===== config.mk =====
export PLATFORM = sky130hd
export DESIGN_NAME = cosp_delay
export DESIGN_NICKNAME = d
export VERILOG_FILES = /design/src/cosp_delay.sv
export SDC_FILE = /design/constraint.sdc
export NUM_CORES = 1
export LEC_CHECK = 0
export BUFFER_PORTS_ARGS = -buffer_cell sky130_fd_sc_hd__buf_4
export CELL_PAD_IN_SITES_DETAIL_PLACEMENT = 1
export CELL_PAD_IN_SITES_GLOBAL_PLACEMENT = 1
export CORE_MARGIN = 2
export CORE_UTILIZATION = 25
export CTS_CLUSTER_DIAMETER = 150
export CTS_CLUSTER_SIZE = 24
export DETAILED_ROUTE_END_ITERATION = 8
export PLACE_DENSITY_LB_ADDON = 0.1
export SETUP_SLACK_MARGIN = 0.3
export SYNTH_ARGS = -nofsm -noshare
export SYNTH_HDL_FRONTEND = slang
export SYNTH_SLANG_ARGS = --single-unit

===== constraint.sdc =====
create_clock -name clk_i -period 0.8 [get_ports clk_i]
set_input_delay 0.2 -clock clk_i [delete_from_list [all_inputs] [get_ports clk_i]]
set_output_delay 0.2 -clock clk_i [all_outputs]
set_load 0.01 [all_outputs]

===== src/cosp_delay.sv =====
`default_nettype none
// ---------------------------------------------------------------------------
// cosp_delay
// Fixed-length shift line that keeps operands aligned with the FMA chain.
// ---------------------------------------------------------------------------
module cosp_delay #(
  parameter int WIDTH = 32,
  parameter int DEPTH = 7
) (
  input  wire              clk_i,
  input  wire  [WIDTH-1:0] d_i,
  output logic [WIDTH-1:0] q_o
);

  logic [WIDTH-1:0] pipe_q [DEPTH];

  always_ff @(posedge clk_i) begin
    pipe_q[0] <= d_i;
    for (int i = 1; i < DEPTH; i++) begin
      pipe_q[i] <= pipe_q[i-1];
    end
  end

  assign q_o = pipe_q[DEPTH-1];

endmodule
`default_nettype wire


==> key figures <==
Clock network
  • Number of CTS-inserted buffers: 13
  • Reg clk slew, reported paths: 0.09 ns
  • CTS tree: built
  • CTS Root Buffer Type: clkbuf_16
  • CTS sink count: 224
  • Max clock buf depth: 3
  • Post-CTS Hold Fix Bufs: 32
  • H-tree levels: 1
  • Worst-skew pair later-pin latency: 0.45 ns

Power and ir drop
  • Maximum VDD drop: 1.60 mV
  • PD cells: 3070 nW/µm²
  • Leak pwr: 2.57 nW

Worst hold path
  • Hold/Removal Path Class: input pin to flip-flop

Die
  • Full die area: 19000 µm²
  • Top Ports: 65
  • Floorplan row count: 48
  • Core area: 17400 µm²
  • Die Wd: 138 µm
  • Die height: 138 µm
  • Initial Util: 0.257

Critical path
  • Crit Path Max Fanout: 1
  • CP max-delay cell: dfxtp_2
  • CP Cell Sequence: buf_6
  • Crit path capture type: output pin
  • Req. time, crit path: 0.60 ns
  • Critical Path Source Type: flip-flop
  • R2R setup slack: 0.37 ns
  • Critical path class: flip-flop to output pin
  • CP delay by family, top: flip-flops
  • Crit-path max cell delay: 0.33 ns
  • WP buf/inv: 1
  • Arrival @ worst endpoint: 0.90 ns

STA
  • Slew Limit Fails: 0
  • TNS Setup: -9.12 ns
  • Hold Vio Cnt, Final: 1
  • FMAX: 912 MHz
  • Minimum clock period: 1.10 ns
  • Setup violations, final: 32
  • RSZ-0062 raised after global routing: yes
  • Slew headroom: 0.940
  • PnR worst setup slack: -0.297 ns
  • WHS: -0.140 ns
  • Worst-Margin Slew: 0.0897 ns
  • Skew final: 0.0145 ns
  • Fraction of the cycle the final worst path needs: 1.37

Detailed routing
  • DR vias/cell: 3.22
  • Vias after detailed routing: 1796
  • DR DRC count: 0
  • Final wirelength: 4.91 mm
  • Detailed Route Iter0 Violations: 55
  • Detailed Routing Iterations Pass 1: 3
  • Per-cell routed wire length: 8.80 µm
  • Number of antenna-violating nets in the routed design: 0

Placed design
  • # port buffers: 64
  • DP Worst Slack: 0.167 ns
  • Dpl hpwl: 2.63 mm
  • GPL Wtd Cong: 0.568

Finish
  • Area taken by multi-input logic gates: 0 µm²
  • Multi-input gates: 0
  • NumNets Final: 367
  • Largest registers: pipe_q x224
  • Share of cells above drive strength 1: 0.330
  • Largest register by flop count: pipe_q
  • # diodes: 0
  • Largest register FFs: 224
  • P&R area growth vs syn: 35.3%

Global routing
  • Met1 GRT Util: 0.0589
  • All-Layer GR Usage: 0.0534
  • Vias in the first global route: 1797
  • Global-route wire length before repair: 7.86 mm
  • GRT Residual Overflow: 0
  • Met2 Use GR: 0.0831
  • Initial antenna violation count: 0
  • Largest net degree at the start of global routing: 25
  • GRT busiest layer: met2
  • Global routing usage on met3: 0.0245

Synth
  • Ranking of synthesized cells by area: dfxtp_1
  • Most instantiated library cell after synthesis: dfxtp_1
  • Post-synth cell types: 1
  • Commonest register cell after synthesis: dfxtp_1
  • Post-synth EDFFs: 0
  • Total of warnings raised by yosys: 0
  • Commonest cells in the netlist: dfxtp_1
  • Area leader, netlist: dfxtp_1
  • Mapped Area: 4480 µm²
  • Yosys reg bits: 224
  • Seq/Total Area, Yosys: 1.00
  • Asr flop ratio synth: 0
  • Post-synth net total: 257
  • Avg Cell Area, Syn: 20.0 µm²
  • Yosys top cell area share: 1.00
  • Cell count after synthesis: 224

Job
  • MaxCap Viol Count: 0

Status
  • Outcome: complete, but fails checks
  • Failing checks: negative hold slack, negative setup slack
## layer usage
layer | share of wire | wire length, µm
met3 | 0.089 | 435
met1 | 0.44 | 2150
met4 | 0.041 | 202
met2 | 0.43 | 2120
met5 | 0 | 0
## through the flow
stage               area (µm²)   util  power [W]  hold WS, ns  std cells
floorplan                 4520      -     0.0121        0.228        224
global placement          5290  0.304     0.0124        0.305        513
detailed placement        5290  0.304     0.0124        0.306        513
CTS                       6070  0.348     0.0191        0.312        559
global route              6070  0.348     0.0196       -0.152        558
finish                    6070  0.348     0.0186       -0.140        558
## worst paths after layout
check | startpoint | to | cells past startpoint
worst max-delay path | pipe_q[6][5] | q_o[5] | 1
worst max register to register | pipe_q[5][23] | pipe_q[6][23] | 0
worst min-delay path | d_i[28] | pipe_q[0][28] | 1
worst min register to register | pipe_q[4][12] | pipe_q[5][12] | 0
## final cells by class
| cell class | count | area, µm² |
|---|---|---|
| Clock buffer | 13 | 325 |
| Fill cell | 1773 | 11300 |
| Tap cell | 225 | 282 |
| Clock inverter | 1 | 16.3 |
| Sequential cell | 224 | 4520 |
| Timing Repair Buffer | 95 | 921 |
## cells in the final DEF, fill, tap and decap left out
cell type,n
buf_4,32
dlygate4sd3_1,27
dlymetal6s4s_1,4
dfxtp_1,192
buf_6,32
clkbuf_16,13
dfxtp_2,32
inv_12,1
## logic make-up (layout without fill, tap and decap cells)
group                  count (synthesis)  count (layout)  synth area share
flip-flops                           224             224              1.00
buffers and inverters                  0             109                 0
## power breakdown
part | leakage, nW | switching [W] | total, W | internal [W]
combinational | 0.512 | 0.000114 | 0.000461 | 0.000347
clock | 0.167 | 0.00328 | 0.00626 | 0.00297
sequential | 1.89 | 0.000137 | 0.0119 | 0.0118
total | 2.57 | 0.00353 | 0.0186 | 0.0151
## what timing repair did
action                     4_1_cts  5_1_grt
hold endpoints to repair        32        1
buffers inserted                 0        0
setup endpoints to repair       32       37
gates resized for setup         32        4
Note: power is estimated with default switching activity, not from simulation.
