===== src/cosp_pkg.sv =====
`default_nettype none
// ---------------------------------------------------------------------------
// cosp_pkg
// Shared types, binary32 constants and helper functions for the cosine
// pipeline and its fused multiply-add units.
// ---------------------------------------------------------------------------
package cosp_pkg;

  // Register stages in one fused multiply-add unit.
  localparam int FMA_LAT = 7;
  // Dependent floating-point operations in the cosine datapath.
  localparam int NUM_OPS = 13;

  // Signed working exponent, wide enough for products of subnormals.
  typedef logic signed [10:0] exp_t;

  typedef struct packed {
    logic        sgn;
    logic        zero;
    logic        inf;
    logic        nan;
    exp_t        ex;
    logic [23:0] man;
  } unp_t;

  localparam logic [31:0] QNAN_BITS  = 32'h7FC00000;
  localparam logic [31:0] ONE_BITS   = 32'h3F800000;
  localparam logic [31:0] NEG_ZERO   = 32'h80000000;
  localparam logic [30:0] RANGE_BITS = 31'h49800000;

  localparam logic [31:0] HALF_PI    = 32'h3FC90FDB;
  localparam logic [31:0] INV_PI     = 32'h3EA2F983;
  localparam logic [31:0] SHIFT_C    = 32'h4B400000;
  localparam logic [31:0] NEG_SHIFT  = 32'hCB400000;
  localparam logic [31:0] NEG_HALF   = 32'hBF000000;
  localparam logic [31:0] NEG_PI_HI  = 32'hC0490FDB;
  localparam logic [31:0] NEG_PI_MID = 32'h33BBBD2E;
  localparam logic [31:0] NEG_PI_LO  = 32'h27772CED;
  localparam logic [31:0] POLY_C0    = 32'hBE2AAAA4;
  localparam logic [31:0] POLY_C1    = 32'h3C0886FA;
  localparam logic [31:0] POLY_C2    = 32'hB94FA175;
  localparam logic [31:0] POLY_C3    = 32'h362D973B;

  function automatic logic [4:0] lzc24(input logic [23:0] v);
    logic [4:0] n;
    n = 5'd24;
    for (int i = 0; i < 24; i++) begin
      if (v[i]) n = 5'(23 - i);
    end
    return n;
  endfunction

  function automatic logic [6:0] lzc79(input logic [78:0] v);
    logic [6:0] n;
    n = 7'd79;
    for (int i = 0; i < 79; i++) begin
      if (v[i]) n = 7'(78 - i);
    end
    return n;
  endfunction

  // Splits a binary32 word; with norm set, a subnormal significand is
  // shifted up so that its leading one sits at bit 23.
  function automatic unp_t unpack(input logic [31:0] v, input logic norm);
    unp_t       u;
    logic [4:0] lz;
    u.sgn  = v[31];
    u.zero = (v[30:0] == 31'd0);
    u.inf  = (v[30:23] == 8'hFF) && (v[22:0] == 23'd0);
    u.nan  = (v[30:23] == 8'hFF) && (v[22:0] != 23'd0);
    u.man  = {v[30:23] != 8'h00, v[22:0]};
    u.ex   = (v[30:23] == 8'h00) ? exp_t'(1) : exp_t'({3'b000, v[30:23]});
    lz     = lzc24(u.man);
    if (norm && !u.zero) begin
      u.man = u.man << lz;
      u.ex  = u.ex - exp_t'({6'b000000, lz});
    end
    return u;
  endfunction

endpackage
`default_nettype wire


===== src/cosp_fma.sv =====
`default_nettype none
// ---------------------------------------------------------------------------
// cosp_fma
// Pipelined binary32 fused multiply-add a*b+c, one rounding, nearest-even.
// Stages: unpack, multiply, align, add, count, normalize, round.
// ---------------------------------------------------------------------------
module cosp_fma
  import cosp_pkg::*;
(
  input  wire         clk_i,
  input  wire         rst_ni,
  input  wire         valid_i,
  input  wire  [31:0] a_i,
  input  wire  [31:0] b_i,
  input  wire  [31:0] c_i,
  output logic        valid_o,
  output logic [31:0] res_o
);

  logic [FMA_LAT-1:0] vld_q;

  always_ff @(posedge clk_i or negedge rst_ni) begin
    if (!rst_ni) begin
      vld_q <= '0;
    end else begin
      vld_q <= {vld_q[FMA_LAT-2:0], valid_i};
    end
  end

  // Stage 0: unpack.
  unp_t        ua_q, ub_q, uc_q;
  logic [31:0] c0_q;

  // Stage 1: multiply and special operands.
  logic [47:0] mp1_d, mp1_q;
  exp_t        ep1_d, ep1_q;
  logic        sp1_d, sp1_q;
  unp_t        uc1_q;
  logic        spv1_d, spv1_q;
  logic [31:0] spb1_d, spb1_q;

  always_comb begin
    logic pinf, pzero;
    sp1_d  = ua_q.sgn ^ ub_q.sgn;
    mp1_d  = ua_q.man * ub_q.man;
    ep1_d  = ua_q.ex + ub_q.ex - exp_t'(300);
    pinf   = ua_q.inf | ub_q.inf;
    pzero  = ua_q.zero | ub_q.zero;
    spv1_d = 1'b1;
    spb1_d = QNAN_BITS;
    if (ua_q.nan || ub_q.nan || uc_q.nan || (pinf && pzero) ||
        (pinf && uc_q.inf && (uc_q.sgn != sp1_d))) begin
      spb1_d = QNAN_BITS;
    end else if (pinf) begin
      spb1_d = {sp1_d, 8'hFF, 23'd0};
    end else if (uc_q.inf) begin
      spb1_d = c0_q;
    end else if (pzero) begin
      spb1_d = uc_q.zero ? {sp1_d & uc_q.sgn, 31'd0} : c0_q;
    end else begin
      spv1_d = 1'b0;
    end
  end

  // Stage 2: align the addend against the product.
  logic [77:0] pw2_d, pw2_q, aw2_d, aw2_q;
  exp_t        lw2_d, lw2_q;
  logic        sp2_q, sc2_q;
  logic        spv2_q;
  logic [31:0] spb2_q;

  always_comb begin
    exp_t        k, amt_full;
    logic        clamp;
    logic [6:0]  amt;
    logic [79:0] tc, sh;
    logic        lost;
    k        = uc1_q.ex - ep1_q - exp_t'(147);
    clamp    = (k > exp_t'(54)) && !uc1_q.zero;
    amt_full = exp_t'(56) - k;
    if (k > exp_t'(54)) begin
      amt = 7'd0;
    end else if (amt_full > exp_t'(80)) begin
      amt = 7'd80;
    end else begin
      amt = amt_full[6:0];
    end
    tc   = {uc1_q.man, 56'd0};
    sh   = tc >> amt;
    lost = |(tc & ~({80{1'b1}} << amt));
    if (clamp) begin
      // The whole product lies below the addend's guard bits.
      pw2_d = 78'd1;
      aw2_d = {uc1_q.man, 54'd0};
      lw2_d = uc1_q.ex - exp_t'(204);
    end else begin
      pw2_d = {27'd0, mp1_q, 3'b000};
      aw2_d = {sh[77:1], sh[0] | lost};
      lw2_d = ep1_q - exp_t'(3);
    end
  end

  // Stage 3: signed add.
  logic [78:0] mag3_d, mag3_q;
  logic        sg3_d, sg3_q;
  exp_t        lw3_q;
  logic        spv3_q;
  logic [31:0] spb3_q;

  always_comb begin
    logic [78:0] sum, d1, d2;
    sum = {1'b0, pw2_q} + {1'b0, aw2_q};
    d1  = {1'b0, pw2_q} - {1'b0, aw2_q};
    d2  = {1'b0, aw2_q} - {1'b0, pw2_q};
    if (sp2_q == sc2_q) begin
      mag3_d = sum;
      sg3_d  = sp2_q;
    end else if (!d1[78]) begin
      mag3_d = d1;
      sg3_d  = sp2_q;
    end else begin
      mag3_d = d2;
      sg3_d  = sc2_q;
    end
  end

  // Stage 4: leading-zero count and result exponent.
  logic [78:0] mag4_q;
  exp_t        sl4_d, sl4_q, eo4_d, eo4_q;
  logic        sg4_q, zr4_q;
  logic        spv4_q;
  logic [31:0] spb4_q;

  always_comb begin
    logic [6:0] lz;
    exp_t       e;
    lz = lzc79(mag3_q);
    e  = lw3_q + exp_t'(205) - exp_t'({4'b0000, lz});
    if (e >= exp_t'(1)) begin
      sl4_d = exp_t'({4'b0000, lz});
      eo4_d = e;
    end else begin
      // Subnormal result: line the 2^-149 weight up with the mantissa LSB.
      sl4_d = lw3_q + exp_t'(204);
      eo4_d = '0;
    end
  end

  // Stage 5: normalizing shift.
  logic [23:0] mt5_d, mt5_q;
  logic        g5_d, g5_q, st5_d, st5_q;
  exp_t        eo5_q;
  logic        sg5_q, zr5_q;
  logic        spv5_q;
  logic [31:0] spb5_q;

  always_comb begin
    logic [78:0] nm;
    logic        lost;
    exp_t        rs;
    logic [6:0]  rsa;
    rs  = -sl4_q;
    rsa = (rs > exp_t'(79)) ? 7'd79 : rs[6:0];
    if (!sl4_q[10]) begin
      nm   = mag4_q << sl4_q[6:0];
      lost = 1'b0;
    end else begin
      nm   = mag4_q >> rsa;
      lost = |(mag4_q & ~({79{1'b1}} << rsa));
    end
    mt5_d = nm[78:55];
    g5_d  = nm[54];
    st5_d = (|nm[53:0]) | lost;
  end

  // Stage 6: round and pack.
  logic [31:0] res6_d, res6_q;

  always_comb begin
    logic        rup;
    logic [30:0] packed_w;
    rup      = g5_q & (st5_q | mt5_q[0]);
    packed_w = {eo5_q[7:0], mt5_q[22:0]} + {30'd0, rup};
    if (spv5_q) begin
      res6_d = spb5_q;
    end else if (zr5_q) begin
      res6_d = 32'd0;
    end else if (eo5_q >= exp_t'(255)) begin
      res6_d = {sg5_q, 8'hFF, 23'd0};
    end else begin
      res6_d = {sg5_q, packed_w};
    end
  end

  always_ff @(posedge clk_i) begin
    ua_q   <= unpack(a_i, 1'b1);
    ub_q   <= unpack(b_i, 1'b1);
    uc_q   <= unpack(c_i, 1'b0);
    c0_q   <= c_i;

    mp1_q  <= mp1_d;
    ep1_q  <= ep1_d;
    sp1_q  <= sp1_d;
    uc1_q  <= uc_q;
    spv1_q <= spv1_d;
    spb1_q <= spb1_d;

    pw2_q  <= pw2_d;
    aw2_q  <= aw2_d;
    lw2_q  <= lw2_d;
    sp2_q  <= sp1_q;
    sc2_q  <= uc1_q.sgn;
    spv2_q <= spv1_q;
    spb2_q <= spb1_q;

    mag3_q <= mag3_d;
    sg3_q  <= sg3_d;
    lw3_q  <= lw2_q;
    spv3_q <= spv2_q;
    spb3_q <= spb2_q;

    mag4_q <= mag3_q;
    sl4_q  <= sl4_d;
    eo4_q  <= eo4_d;
    sg4_q  <= sg3_q;
    zr4_q  <= (mag3_q == 79'd0);
    spv4_q <= spv3_q;
    spb4_q <= spb3_q;

    mt5_q  <= mt5_d;
    g5_q   <= g5_d;
    st5_q  <= st5_d;
    eo5_q  <= eo4_q;
    sg5_q  <= sg4_q;
    zr5_q  <= zr4_q;
    spv5_q <= spv4_q;
    spb5_q <= spb4_q;

    res6_q <= res6_d;
  end

  assign valid_o = vld_q[FMA_LAT-1];
  assign res_o   = res6_q;

  a_valid_lat: assert property (@(posedge clk_i) disable iff (!rst_ni)
    valid_i |-> ##FMA_LAT valid_o)
    else $error("fma beat lost in pipeline");

  a_nan_prop: assert property (@(posedge clk_i) disable iff (!rst_ni)
    (valid_i && a_i[30:23] == 8'hFF && a_i[22:0] != 23'd0)
      |-> ##FMA_LAT (res_o == QNAN_BITS))
    else $error("NaN operand did not give quiet NaN");

endmodule
`default_nettype wire


===== config.mk =====
export PLATFORM = sky130hd
export DESIGN_NAME = cosp_fma
export DESIGN_NICKNAME = d
export VERILOG_FILES = /design/src/cosp_pkg.sv /design/src/cosp_fma.sv
export SDC_FILE = /design/constraint.sdc
export NUM_CORES = 2
export LEC_CHECK = 0
export ABC_AREA = 1
export BUFFER_PORTS_ARGS = -buffer_cell sky130_fd_sc_hd__buf_2
export CAP_MARGIN = 15
export CORE_ASPECT_RATIO = 1.2
export CORE_UTILIZATION = 35
export DETAILED_ROUTE_END_ITERATION = 7
export SETUP_SLACK_MARGIN = 0.15
export SYNTH_ARGS = -nofsm -noshare
export SYNTH_HDL_FRONTEND = slang
export SYNTH_SLANG_ARGS = --single-unit

===== constraint.sdc =====
create_clock -name clk_i -period 20.5 [get_ports clk_i]
set_input_delay 4.1 -clock clk_i [delete_from_list [all_inputs] [get_ports clk_i]]
set_output_delay 4.1 -clock clk_i [all_outputs]
set_load 0.01 [all_outputs]

==> impl_metrics.ini <==
[drt]
first_pass_iters = 6
vias_per_cell = 5.128
num_vias = 60916
dr_wl_met3_um = 11850
detail_route.wirelength.met1_um = 96170
drtAntennaViolNets = 0
drt_iter0_markers = 5046
average_wire_per_standard_cell_um = 20.81
detail_route.drc_violations = 0
detail_route.wirelength_um = 247200
dr_wl_met2_um = 121200
route.top_layer_used = met5

[worst_setup_path]
critical_path.reg2reg.startpoint = ub_q[3]
type_of_the_setup_path_with_the_least_slack = register to register
setup.reg_to_reg.worst_slack_ps = 11690
setup_crit_end_kind = register
master_of_the_slowest_instance_on_the_critical_path = dfxtp_1
worst_r2r_endpoint = mp1_q[44]
crit_path_start_kind = register
timing.reg2reg.worst_path_depth = 36
cpPeakStageDelay_ps = 650
launch_point_of_the_critical_path = ub_q[3]
arrival_ps = 9460
cp_max_fo = 13
worst_ep_required_time_ps = 21150

[clock_network]
cts_max_level = 3
number_of_buffers_between_clock_root_and_the_deepest_sink = 3
root_buffer = clkbuf_16
number_of_buffers_created_by_cts = 84
cts_tree = yes
cts-resized-gates = 0
cts_setup_buffers = 0
cts-hold-fix-buffers = 0
cts.clk_slew.worst_paths_ps = 70
cts.sinks = 788
insertion_delay_ps = 740

[layout]
layout_commonest_cell = nand2_1
final_cell_count_no_fill = 11878
mostFrequentLayoutCells = nand2_1, inv_1, o21ai_0
post_route_cells_drive_above_1_share_pct = 5.833
fin_nets = 10285
flow.area_growth_from_synthesis_pct = 9.079

[job]
max-cap-violations = 0

[sta]
rsz_0062_raised_after_global_routing = false
finalSetupTns_ps = 0
setup_violations = 0
fin_crit_ps = 8815
final-max-slew-violation-count = 0
max_freq_mhz = 113.4
crit_path_setup_slack_layout_ps = 11690
final_hold_viol_count = 0
fin_worst_skew_ps = 81.74
share_of_the_clock_period_used_by_the_worst_path_after_layout_pct = 43.00
transition_time_at_the_pin_with_the_least_slew_margin_ps = 1332
maxSlewHeadroom_pct = 11.18

[place]
place.port_buffers = 131
place.gp.congestion = 1.017
hpwl_um = 203800
dp_cells = 11683
dp_worst_setup_slack_ps = 11610

[synthesis]
post_synth_instance_area_mm2 = 0.06600
yosys-top-cells-area = dfxtp_1, fa_1, nand2_1
post_synth_edffs = 0
synth.ff_latch_count = 788
synthFlopType = dfxtp_1
synth_area_per_cell_um2 = 7.039
synthCells = 9376
synth_cell_types = 91
yosysWarnings = 0
synth_top_area_share_pct = 23.69
synth_async_sr_flop_share_pct = 0.8883
yosysSeqAreaShare_pct = 23.95
synth_area_leader_cell = dfxtp_1

[hold_path]
min_delay_path_depth = 0
whs_endpoint = mag4_q[59]
worst_hold_launch = mag3_q[59]
worst_hold_path_type = register to register

[grt]
via_count_of_the_first_global_routing_pass = 60783
overflow = 0
globalRouteTotalUtil_pct = 25.57
initial_antenna_violation_count = 19
grt_max_degree = 105
grt_first_pass_wirelength_um = 369300

[die]
core_mm2 = 0.1872
die_footprint_mm2 = 0.1903
initial_util_pct = 35.25
floorplan.die.width_um = 398.4
die_h_um = 477.7
num_rows = 174
ios = 132

[outcome]
outcome = completed
## flip-flops by register name (all words and copies together), names as in the netlist, 12 cells and up
register	cells
uc_q	12
res_o	32
uc1_q	34
ua_q	37
spb2_q	32
spb3_q	32
mt5_q	23
mag3_q	79
mag4_q	79
mp1_q	48
aw2_q	78
ub_q	37
spb1_q	32
pw2_q	49
spb5_q	32
c0_q	32
spb4_q	32
## cell type report
class	count	area [um^2]
Clock buffer	106	2305
Fill cell	19923	115200
Inverter	1902	7142
Sequential cell	788	15820
Timing Repair Buffer	229	1391
Clock inverter	51	809.5
Multi-Input combinational cell	6302	41350
Antenna cell	36	90.09
Tap cell	2464	3083
## through the flow
stage / util [%] / hold slack, ps / instance area [um^2]
after CTS: 38.39 / 304.2 / 71890
after floorplan: - / 309.6 / 66000
after global placement: 36.73 / 311.0 / 68770
after detailed placement: 36.73 / 312.1 / 68770
after global routing: 38.44 / 315.0 / 71980
final: 38.45 / 310.5 / 71990
## cell usage after synthesis, types with 13 or more instances
library cell  count
nor3_1           78
nand2_2          17
xor2_1          138
ha_1            394
a211oi_1         13
fa_1            485
nor2_2           13
nor4_1           65
buf_1            41
nor2_1          676
o21ai_0         839
o31ai_1          31
mux2i_1         125
nand2_1        2093
o21bai_1         17
dfxtp_1         781
o21a_1           25
nand4_1          52
or2_2            28
nand3_1         170
o22ai_1          53
inv_2            29
a31oi_1          57
a221oi_1         21
o211ai_1         45
o21ai_1          90
buf_2            17
xnor2_1          39
clkbuf_1        285
inv_1          1863
a21oi_1         510
o221ai_1         25
buf_4            18
## critical path, delay by kind of cell, from the launching register on
family	cells	cell delay, ps
AO/OA/AOI/OAI	15	3150
XOR/XNOR	1	160
adder cells (fa/ha/maj)	8	3450
buffers and inverters	8	790
flip-flops	1	650
AND/OR/NAND/NOR	4	540
## how the worst max path moves through the flow
| stage | depth (start not counted) | endpoint |
|---|---|---|
| global placement | 36 | mp1_q[44] |
| floorplan | 24 | ua_q[31] |
| detailed placement | 36 | mp1_q[44] |
| global route | 36 | mp1_q[44] |
| finish | 36 | mp1_q[44] |
| CTS | 36 | mp1_q[44] |
## routing by layer
| metal | vias up | global-route usage, % |
|---|---|---|
| li1 | 29275 | - |
| met1 | 28855 | 29.42 |
| met2 | 2200 | 44.76 |
| met3 | 578 | 2.494 |
| met4 | 8 | 16.85 |
| met5 | - | 0 |
## kinds of logic after synthesis
family / synth area share, %
buffers and inverters: 13.45
other: 0.01138
xor gates and xnor gates: 2.415
DFF: 23.95
adders and majority gates: 22.18
muxes: 1.896
AOI/OAI and AO/OA: 16.11
and+or+nand+nor: 19.97
Power is left out: the tool's default activity adds up to more than one toggle a clock period on the data nets, which glitch-free logic cannot reach.
